--- src/rtl/core/sce_pkg.sv ---
// Shared types, request codes and status codes for the stack calculator engine.
package sce_pkg;

	localparam int VAL_W           = 64;
	localparam int REQ_W           = 4;
	localparam int STATUS_W        = 2;
	localparam int DEPTH_OUT_W     = 7;
	localparam int STACK_DEPTH_DEF = 64;

	localparam logic [REQ_W-1:0] REQ_PUSH   = 4'd0;
	localparam logic [REQ_W-1:0] REQ_DOT    = 4'd1;
	localparam logic [REQ_W-1:0] REQ_ADD    = 4'd2;
	localparam logic [REQ_W-1:0] REQ_SWAP   = 4'd3;
	localparam logic [REQ_W-1:0] REQ_SUB    = 4'd4;
	localparam logic [REQ_W-1:0] REQ_MUL    = 4'd5;
	localparam logic [REQ_W-1:0] REQ_DIV    = 4'd6;
	localparam logic [REQ_W-1:0] REQ_MOD    = 4'd7;
	localparam logic [REQ_W-1:0] REQ_ADD_OF = 4'd8;
	localparam logic [REQ_W-1:0] REQ_SUB_OF = 4'd9;
	localparam logic [REQ_W-1:0] REQ_MUL_OF = 4'd10;
	localparam logic [REQ_W-1:0] REQ_UOF    = 4'd11;
	localparam logic [REQ_W-1:0] REQ_SOF    = 4'd12;
	localparam logic [REQ_W-1:0] REQ_FLAGS  = 4'd13;

	localparam logic [STATUS_W-1:0] ST_OK   = 2'd0;
	localparam logic [STATUS_W-1:0] ST_FULL = 2'd1;
	localparam logic [STATUS_W-1:0] ST_DIV0 = 2'd2;

	// Control into the shared multiply/divide unit.
	typedef struct packed {
		logic start;
		logic is_div;
	} md_req_t;

	// Status back from the multiply/divide unit.
	typedef struct packed {
		logic busy;
		logic done;
	} md_rsp_t;

endpackage

--- src/rtl/core/sce_muldiv.sv ---
// Shared iterative unit: shift-add multiply and restoring divide, one bit per cycle.
module sce_muldiv import sce_pkg::*; (
	input  logic             clk,
	input  logic             arst_n,
	input  md_req_t          req,
	input  logic [VAL_W-1:0] op_a,
	input  logic [VAL_W-1:0] op_b,
	output md_rsp_t          rsp,
	output logic [VAL_W-1:0] res_hi,
	output logic [VAL_W-1:0] res_lo
);

	localparam int SW = $clog2(VAL_W);

	logic          busy_q;
	logic          done_q;
	logic          div_q;
	logic [SW-1:0] step_q;
	logic [VAL_W-1:0] hi_q;
	logic [VAL_W-1:0] lo_q;
	logic [VAL_W-1:0] d_q;

	logic [VAL_W:0] mul_sum;
	logic [VAL_W:0] div_sh;
	logic [VAL_W:0] div_diff;
	logic           div_ge;

	assign mul_sum  = {1'b0, hi_q} + (lo_q[0] ? {1'b0, d_q} : '0);
	assign div_sh   = {hi_q, lo_q[VAL_W-1]};
	assign div_ge   = div_sh >= {1'b0, d_q};
	assign div_diff = div_sh - {1'b0, d_q};

	always_ff @(posedge clk or negedge arst_n) begin
		if (!arst_n) begin
			busy_q <= 1'b0;
			done_q <= 1'b0;
			step_q <= '0;
		end else begin
			done_q <= 1'b0;
			if (req.start) begin
				busy_q <= 1'b1;
				step_q <= SW'(VAL_W - 1);
			end else if (busy_q) begin
				step_q <= step_q - SW'(1);
				if (step_q == '0) begin
					busy_q <= 1'b0;
					done_q <= 1'b1;
				end
			end
		end
	end

	// The multiplier sits in lo and shifts out as the product shifts in from hi.
	// For a divide, lo holds the dividend turning into the quotient, hi the remainder.
	always_ff @(posedge clk) begin
		if (req.start) begin
			div_q <= req.is_div;
			hi_q  <= '0;
			lo_q  <= req.is_div ? op_a : op_b;
			d_q   <= req.is_div ? op_b : op_a;
		end else if (busy_q) begin
			if (div_q) begin
				hi_q <= div_ge ? div_diff[VAL_W-1:0] : div_sh[VAL_W-1:0];
				lo_q <= {lo_q[VAL_W-2:0], div_ge};
			end else begin
				hi_q <= mul_sum[VAL_W:1];
				lo_q <= {mul_sum[0], lo_q[VAL_W-1:1]};
			end
		end
	end

	assign rsp.busy = busy_q;
	assign rsp.done = done_q;
	assign res_hi   = hi_q;
	assign res_lo   = lo_q;

endmodule
--- config.mk ---
export PLATFORM = sky130hd
export DESIGN_NAME = sce_muldiv
export DESIGN_NICKNAME = d
export VERILOG_FILES = /design/src/rtl/core/sce_pkg.sv /design/src/rtl/core/sce_muldiv.sv
export SDC_FILE = /design/constraint.sdc
export NUM_CORES = 1
export LEC_CHECK = 0
export BUFFER_PORTS_ARGS = -buffer_cell sky130_fd_sc_hd__buf_2
export CAP_MARGIN = 20
export CORE_MARGIN = 2
export CORE_UTILIZATION = 51
export CTS_BUF_LIST = sky130_fd_sc_hd__clkbuf_8
export CTS_CLUSTER_DIAMETER = 30
export CTS_CLUSTER_SIZE = 20
export DETAILED_ROUTE_END_ITERATION = 8
export PLACE_DENSITY = 0.77
export SYNTH_ARGS = -nofsm -noshare
export SYNTH_HDL_FRONTEND = slang
export SYNTH_SLANG_ARGS = --single-unit
--- constraint.sdc ---
create_clock -name clk -period 3.8 [get_ports clk]
set_clock_uncertainty 0.15 [all_clocks]
set_input_delay 0.57 -clock clk [delete_from_list [all_inputs] [get_ports clk]]
set_output_delay 0.57 -clock clk [all_outputs]
set_load 0.01 [all_outputs]
### Word level (Yosys, flattened, before mapping)

Index checks and enable logic that the tools add are counted.

* logic and storage cells: 29
* input port bits: 132
* output and inout port bits: 130
* bits in registers: 201

* magnitude comparators: 1
* mux-type cells: 16
* reductions and logical operators: 2
* add/subtract/negate cells: 3

Operator list (number)
* 2-to-1 mux 64 bit: 8
* adder 64 x 64 -> 65 bit: 1
* greater-or-equal comparator 65 x 64 -> 1 bit: 1
* subtractor 64 bit: 1
* 2-to-1 mux 6 bit: 2
* logical NOT 6 bit: 1
* 2-to-1 mux 1 bit: 6
* subtractor 6 x 1 -> 6 bit, second input constant: 1
* nonzero test 2 bit: 1

### Logic depth before layout (Yosys ltp)

Gate-level depths: netlist (run 1).

* depth in word-level cells: 5
* gate-level depth with buffers: 15

### Worst setup path before layout (run 1)

No wires, ideal clock.

* path type: register to register
* from: register lo_q[0] (netlist: res_lo[0])
* to: register hi_q[55] (netlist: res_hi[55])
* stages on the path, launching flop included: 16
* library setup time: 117 ps
* path slack: -224 ps
* required time: 3533 ps
* clock period less this slack: 4024 ps
* buffers on the path: 2
* data arrival time: 3757 ps
* path through: edfxtp_1 > clkbuf_1 > clkbuf_1 > and2_1 > ha_1 > fa_1 > a21oi_1 > o221ai_1 > a221oi_1 > o211ai_1 > a31oi_1 > o21ai_0 > a21boi_0 > o21ai_0 > mux2i_1 > a32o_1

* longest elaborated chain between the ends: 3

Ends and longest elaborated chain
* from (decl): RTL line sce_muldiv.sv:20 `logic [VAL_W-1:0] lo_q;`
* from (signal assigned): RTL line sce_muldiv.sv:59 `lo_q <= req.is_div ? op_a : op_b;`
* from (signal assigned): RTL line sce_muldiv.sv:64 `lo_q <= {lo_q[VAL_W-2:0], div_ge};`
* from (signal assigned): RTL line sce_muldiv.sv:67 `lo_q <= {mul_sum[0], lo_q[VAL_W-1:1]};`
* 2-to-1 mux 64 bit: RTL line sce_muldiv.sv:28 `assign mul_sum = {1'b0, hi_q} + (lo_q[0] ? {1'b0, d_q} : '0);`
* adder 64 x 64 -> 65 bit: RTL line sce_muldiv.sv:28
* 2-to-1 mux 64 bit: RTL line sce_muldiv.sv:62 `if (div_q) begin`
* to (signal assigned): RTL line sce_muldiv.sv:63 `hi_q <= div_ge ? div_diff[VAL_W-1:0] : div_sh[VAL_W-1:0];`
* to (signal assigned): RTL line sce_muldiv.sv:66 `hi_q <= mul_sum[VAL_W:1];`
* to (decl): RTL line sce_muldiv.sv:19 `logic [VAL_W-1:0] hi_q;`

No other way between the ends.
A chain may end at the register's enable or synchronous reset.

### Final worst setup path (run 1)

* from: register lo_q[0] (netlist: res_lo[0])
* to: register hi_q[49] (netlist: res_hi[49])

Same word-level chain as after synthesis.

==> results.py, run 1 <==
metrics = {
    "die": {
        "die_w_um": 196,
        "initial_core_util": 0.517,
        "die_h_um": 196,
        "io_pins": 262,
        "core_area_sq_um": 36500,
        "dieArea_sq_um": 38600,
        "row_count": 70,
    },
    "synth": {
        "yosysTopAreaCell": "edfxtp_1",
        "yosysTopAreaCellShare": 0.205,
        "ys_top_cells_by_count": "a21oi_1 (248), nand2_1 (165), o21ai_0 (141)",
        "synthCells": 2264,
        "seq_area_frac_synth": 0.284,
        "synth_flop_cell": "edfxtp_1",
        "yosysMostFrequentCell": "a21oi_1",
        "synth_area_leaders": "edfxtp_1 (21%), ha_1 (8.6%), dfxtp_1 (6.8%)",
        "avgSynthCellArea_sq_um": 8.33,
        "syn-cell-area_sq_um": 18900,
        "async_flop_share": 0.0398,
        "synth_warnings": 0,
        "synth_fp_nets": 2528,
        "ys_seq_elements": 201,
        "synth-edff-count": 129,
        "synth.distinct_cells": 86,
    },
    "setup_path": {
        "cp_max_fo": 11,
        "arrival_ns": 4.33,
        "crit_type": "reg2reg",
        "max_stage_delay_ns": 0.42,
        "r2r-start": "res_lo[0]$_DFFE_PP_",
        "cp.required_ns": 4.23,
        "startpoint_type": "flop",
        "crit_path_end": "res_hi[49]$_SDFFE_PP0P_",
        "r2r-end": "res_hi[49]$_SDFFE_PP0P_",
        "cp-startpoint": "res_lo[0]$_DFFE_PP_",
        "end_kind": "flop",
        "critPathSlowestCell": "edfxtp_1",
        "r2r_cells": 14,
        "cp_common_cell": "buf_4",
        "path_cells": "buf_4, buf_6, and2_2, ha_1, buf_4, nand2_1, or3_1, nor4_4, nand4_1, and3_1, o31a_1, xor2_1, a211oi_1, o21a_1",
        "rrSetupSlack_ns": -0.09,
    },
    "finish": {
        "syn2layout_area_growth_pct": 31.7,
        "finalInstanceArea_sq_um": 24800,
        "multi_input_area_sq_um": 13400,
        "antenna_cells": 0,
        "drive_above_1_share": 0.328,
        "nNetsFinal": 3016,
        "fillers": 2979,
        "regArea_sq_um": 5360,
    },
    "clock_network": {
        "cts_sinks": 201,
        "cts_htree_levels": 2,
        "root_buffer": "clkbuf_8",
        "numCtsBuffers": 54,
        "clockBufferDepth": 3,
        "clk_pin_slew_ns": 0.07,
        "cts_tree": "yes",
        "clkLatencyLatePin_ns": 0.68,
    },
    "sta": {
        "fin_crit_sh": 1.02,
        "tightest_slew_ns": 0.964,
        "setup_viol": 12,
        "hold_violations": 0,
        "setup_tns_ns": -0.340,
        "setup_slack_ns": -0.0945,
        "slew_violations": 0,
        "fmaxAchievable_mhz": 257,
        "relSlewSlack": 0.357,
        "rsz0062_at_grt": "yes",
        "layout_min_cycle_time_ns": 3.89,
    },
    "power_and_ir_drop": {
        "p_leak_uw": 0.0113,
        "ir_drop_uv": 336,
        "powerDensity_nw_per_um2": 535,
    },
    "placement": {
        "gp_congestion": 1.08,
        "pre_cts_slack_ns": -0.500,
        "io_buffers": 261,
        "placed_cell_area_sq_um": 22200,
        "place_hpwl_um": 57400,
    },
    "outcome": {
        "status": "complete, but fails checks",
        "failed_checks": "negative setup slack",
    },
    "detailed_routing": {
        "ant_nets": 0,
        "first_pass_iters": 7,
        "remaining_drc_errors": 0,
        "viasPerCell": 6.30,
        "wl_per_cell_um": 23.2,
        "vias": 20600,
        "finalWirelength_um": 75600,
        "drtIter0Drc": 2670,
    },
    "worst_hold_path": {
        "hold_path_class": "in2reg",
    },
    "grt": {
        "grt_first_pass_wirelength_um": 111000,
        "antenna_found_initial": 2,
        "grt_pass1_vias": 18900,
        "grt_max_degree": 171,
        "grt_overflow": 0,
        "track_usage": 0.372,
    },
    "flow_run": {
        "maxCapViolCount": 0,
    },
}
-- cells by family (layout without fill, tap and decap cells) --
family,after synthesis,in the layout,synth area share
DFF,201,201,0.284
xor gates and xnor gates,112,112,0.0520
buffers and inverters,256,787,0.0544
AOI/OAI and AO/OA,780,780,0.267
and+or+nand+nor,636,636,0.171
muxes,147,147,0.0830
adders and majority gates,132,132,0.0883
-- repair_timing --
action | CTS | global route
pin swaps | 14 | 70
setup buffers | 20 | 32
endpoints found under the hold margin | 8 | 0
setup endpoints to repair | 65 | 63
gates resized for setup | 54 | 162
cloned | 0 | 4
hold buffers | 1 | 0
-- per-stage QoR --
stage | instances | total power [uW] | hold WS (ns) | utilization
2_1_floorplan | 2264 | 6720 | 0.124 | -
3_3_place_gp | 3109 | 9260 | 0.263 | 0.608
3_5_place_dp | 3109 | 9320 | 0.269 | 0.608
4_1_cts | 3229 | 12600 | 0.0222 | 0.651
5_1_grt | 3263 | 13800 | 0.0466 | 0.680
6_report | 3263 | 13300 | 0.0554 | 0.680
-- metal layers --
layer,vias up,GRT usage,share of wire
met1,9685,0.558,0.43
met4,4,0.135,0.041
met5,-,0,0.00036
met3,211,0.101,0.13
met2,1278,0.505,0.40
li1,9381,-,-
-- state kept, by name (all words and copies together), names as in the netlist --
| register | flops |
|---|---|
| d_q | 64 |
| res_hi | 64 |
| res_lo | 64 |
| step_q | 6 |
| busy_q | 1 |
| div_q | 1 |
| done_q | 1 |
-- how the worst min path moves through the flow --
stage                  start                    end  slack, ns  cells past startpoint
floorplan             arst_n       busy_q$_DFF_PN0_       0.12                      0
global placement      arst_n  step_q[2]$_DFFE_PN0P_       0.26                      1
detailed placement    arst_n  step_q[2]$_DFFE_PN0P_       0.27                      1
CTS                 op_b[17]      d_q[17]$_DFFE_PP_       0.02                      2
global route        op_b[17]      d_q[17]$_DFFE_PP_       0.05                      2
finish              op_b[17]      d_q[17]$_DFFE_PP_       0.06                      2
-- where the power goes --
part | switching [uW] | total, uW | leakage [uW] | internal (uW)
Sequential | 328 | 3010 | 0.00191 | 2680
Combinational | 4120 | 7210 | 0.00875 | 3090
Clock | 1340 | 3060 | 0.000619 | 1720
-- critical path: cells and delay by family (launching register included) --
| kind | cells | cell delay [ns] |
|---|---|---|
| XOR/XNOR | 1 | 0.16 |
| buffers and inverters | 3 | 0.48 |
| adder cells (fa/ha/maj) | 1 | 0.33 |
| flip-flops | 1 | 0.42 |
| AND/OR/NAND/NOR | 6 | 1.47 |
| AO/OA/AOI/OAI | 3 | 0.79 |
-- cells in the final DEF, fill, tap and decap left out, types with 17 or more instances in the layout --
master,count
nand3_1,28
ha_1,102
o21ai_0,124
clkbuf_8,57
dfxtp_1,64
nand4_1,50
o21a_1,17
a21oi_2,25
mux2_2,72
nor3_1,32
nand2b_1,20
nor2b_1,73
buf_2,259
o21bai_1,31
xnor2_1,62
nand2_1,162
o21ai_1,18
xor2_1,45
mux2i_1,72
edfxtp_1,129
a21oi_1,223
inv_1,104
o211ai_1,24
a211oi_1,88
and2_1,67
buf_4,308
a21o_1,74
nor2_1,123
-- final cells by class --
cell class | instances | area share
clock buffer | 57 | 0.0316
inverter | 100 | 0.0151
multi-input combinational | 1807 | 0.540
clock inverter | 42 | 0.0153
tap | 468 | 0.0236
timing repair buffer | 588 | 0.159
sequential | 201 | 0.216
No activity file was read; power rests on OpenSTA's default activity.
==> inputs of run 2 (changes only) <==
- ABC_AREA: default -> 1
- PLACE_DENSITY: 0.77 -> 0.74
==> run 2 against run 1 <==
Effect of this change:
- combinational power grew 3.1%
- clock power is 9.8% higher
- wire length increased by 27%
- the run now ends clean
- maximum frequency up 9.5%
- design area rose by 3.9%
==> results.py, run 2 <==
metrics = {
    "synth": {
        "syn-cell-area_sq_um": 22300,
        "synth_fp_nets": 4203,
        "synth_warnings": 0,
        "yosysMostFrequentCell": "nand2_1",
        "async_flop_share": 0.0398,
        "synth.distinct_cells": 43,
        "ys_top_cells_by_count": "nand2_1 (1372), inv_1 (743), nor2_1 (467)",
        "synth-edff-count": 129,
        "yosysTopAreaCellShare": 0.231,
        "ys_seq_elements": 201,
        "seq_area_frac_synth": 0.240,
        "synth_flop_cell": "edfxtp_1",
        "avgSynthCellArea_sq_um": 5.66,
        "synth_area_leaders": "nand2_1 (23%), edfxtp_1 (17%), inv_1 (13%)",
        "synthCells": 3939,
        "yosysTopAreaCell": "nand2_1",
    },
    "finish": {
        "syn2layout_area_growth_pct": 15.7,
        "drive_above_1_share": 0.109,
        "multi_input_area_sq_um": 13700,
        "final_common_cell": "nand2_1",
        "regArea_sq_um": 5360,
        "fillers": 4574,
        "layout_common_cells": "nand2_1 (1372), inv_1 (745), nor2_1 (467)",
        "nNetsFinal": 4487,
    },
    "grt": {
        "grt_overflow": 0,
        "grt_pass1_vias": 23600,
        "grt_max_degree": 130,
        "antenna_found_initial": 0,
        "grt_first_pass_wirelength_um": 140000,
        "track_usage": 0.417,
    },
    "power_and_ir_drop": {
        "p_leak_uw": 0.0149,
        "powerDensity_nw_per_um2": 547,
        "ir_drop_uv": 380,
    },
    "die": {
        "die_h_um": 213,
        "row_count": 76,
        "die_w_um": 213,
        "initial_core_util": 0.518,
        "io_pins": 262,
        "dieArea_sq_um": 45400,
        "core_area_sq_um": 43100,
    },
    "sta": {
        "rsz0062_at_grt": "no",
        "relSlewSlack": 0.495,
        "tightest_slew_ns": 0.758,
        "setup_slack_ns": 0.243,
        "setup_tns_ns": 0,
        "hold_violations": 0,
        "fmaxAchievable_mhz": 281,
        "slew_violations": 0,
        "fin_crit_sh": 0.936,
        "layout_min_cycle_time_ns": 3.56,
        "setup_viol": 0,
    },
    "outcome": {
        "status": "finished, final reports clean",
    },
    "setup_path": {
        "arrival_ns": 3.99,
        "crit_path_end": "res_hi[56]$_SDFFE_PP0P_",
        "r2r-start": "res_lo[0]$_DFFE_PP_",
        "crit_type": "reg2reg",
        "cp.required_ns": 4.23,
        "cp_max_fo": 61,
        "end_kind": "flop",
        "rrSetupSlack_ns": 0.24,
        "r2r-end": "res_hi[56]$_SDFFE_PP0P_",
        "cp-startpoint": "res_lo[0]$_DFFE_PP_",
        "startpoint_type": "flop",
        "r2r_cells": 16,
    },
    "detailed_routing": {
        "first_pass_iters": 6,
        "finalWirelength_um": 95900,
        "ant_nets": 0,
        "viasPerCell": 5.45,
        "wl_per_cell_um": 19.8,
        "drtIter0Drc": 3251,
        "remaining_drc_errors": 0,
        "vias": 26500,
    },
    "clock_network": {
        "cts_htree_levels": 2,
        "clockBufferDepth": 3,
        "clkLatencyLatePin_ns": 0.68,
        "numCtsBuffers": 55,
        "cts_tree": "yes",
        "clk_pin_slew_ns": 0.06,
        "root_buffer": "clkbuf_8",
        "cts_sinks": 201,
    },
    "worst_hold_path": {
        "hold_path_class": "in2reg",
    },
    "placement": {
        "place_hpwl_um": 77600,
        "gp_congestion": 1.06,
        "io_buffers": 261,
        "pre_cts_slack_ns": 0.332,
    },
    "flow_run": {
        "maxCapViolCount": 0,
    },
}
[run 2: layout make-up]
type / instances / area share
Timing Repair Buffer: 338 / 0.0759
Clock inverter: 44 / 0.0181
Antenna cell: 1 / 0.0000969
Inverter: 749 / 0.109
Tap cell: 585 / 0.0284
Sequential cell: 201 / 0.208
Clock buffer: 59 / 0.0315
Multi-Input combinational cell: 2878 / 0.529
[run 2: how the worst min path moves through the flow]
| stage | start | to | depth (start not counted) | slack, ns |
|---|---|---|---|---|
| floorplan | arst_n | busy_q$_DFF_PN0_ | 0 | 0.12 |
| global placement | arst_n | done_q$_DFF_PN0_ | 1 | 0.27 |
| detailed placement | arst_n | done_q$_DFF_PN0_ | 1 | 0.28 |
| CTS | op_a[20] | d_q[20]$_DFFE_PP_ | 3 | 0.02 |
| global route | op_a[7] | d_q[7]$_DFFE_PP_ | 3 | 0.05 |
| finish | op_b[29] | d_q[29]$_DFFE_PP_ | 3 | 0.05 |
[run 2: metrics by stage]
stage / util / instances / hold WS, ns / power (uW) / cell area [sq um]
5_1_grt: 0.599 / 4854 / 0.0472 / 14900 / 25800
3_3_place_gp: 0.569 / 4750 / 0.269 / 10400 / 24500
4_1_cts: 0.599 / 4854 / 0.0210 / 13800 / 25800
3_5_place_dp: 0.569 / 4750 / 0.275 / 10400 / 24500
2_1_floorplan: - / 3939 / 0.124 / 7600 / 22300
6_report: 0.599 / 4855 / 0.0472 / 14100 / 25800
[run 2: cell families after synthesis]
| kind of cell | Yosys count | synth area share |
|---|---|---|
| AND/OR/NAND/NOR | 2162 | 0.392 |
| buffers and inverters | 860 | 0.147 |
| AO/OA/AOI/OAI | 542 | 0.130 |
| flip-flops | 201 | 0.240 |
| adder cells (fa/ha/maj) | 132 | 0.0747 |
| XOR/XNOR | 42 | 0.0165 |
[run 2: critical path, stage by stage (launching register included)]
cell and delay [ns]:
edfxtp_1 0.48, buf_12 0.34, nand2_1 0.15, inv_1 0.12, ha_1 0.30, a21oi_1 0.31, o21ai_0 0.20, inv_1 0.08
nand2_1 0.07, a21oi_1 0.13, nand2_1 0.37, nand2_1 0.28, nand3_1 0.10, nand3_1 0.15, nand3_1 0.10, nand2_1 0.09
inv_1 0.04
[run 2: layer usage]
layer	global-route usage	wire length, um
met5	0	0
met3	0.102	12300
met1	0.589	40700
met2	0.598	38500
met4	0.182	4460
[run 2: what timing repair did]
action                     4_1_cts  5_1_grt
setup buffers                    0        0
hold buffers                     1        0
setup endpoints to repair        0        1
resized for setup                0        1
hold endpoints to repair         8        0
[run 2: power by group]
group	leakage (uW)	switching [uW]	total (uW)	internal [uW]
combinational	0.0123	5030	7430	2400
sequential	0.00192	589	3320	2730
clock	0.000652	1340	3360	2020
total	0.0149	6960	14100	7150
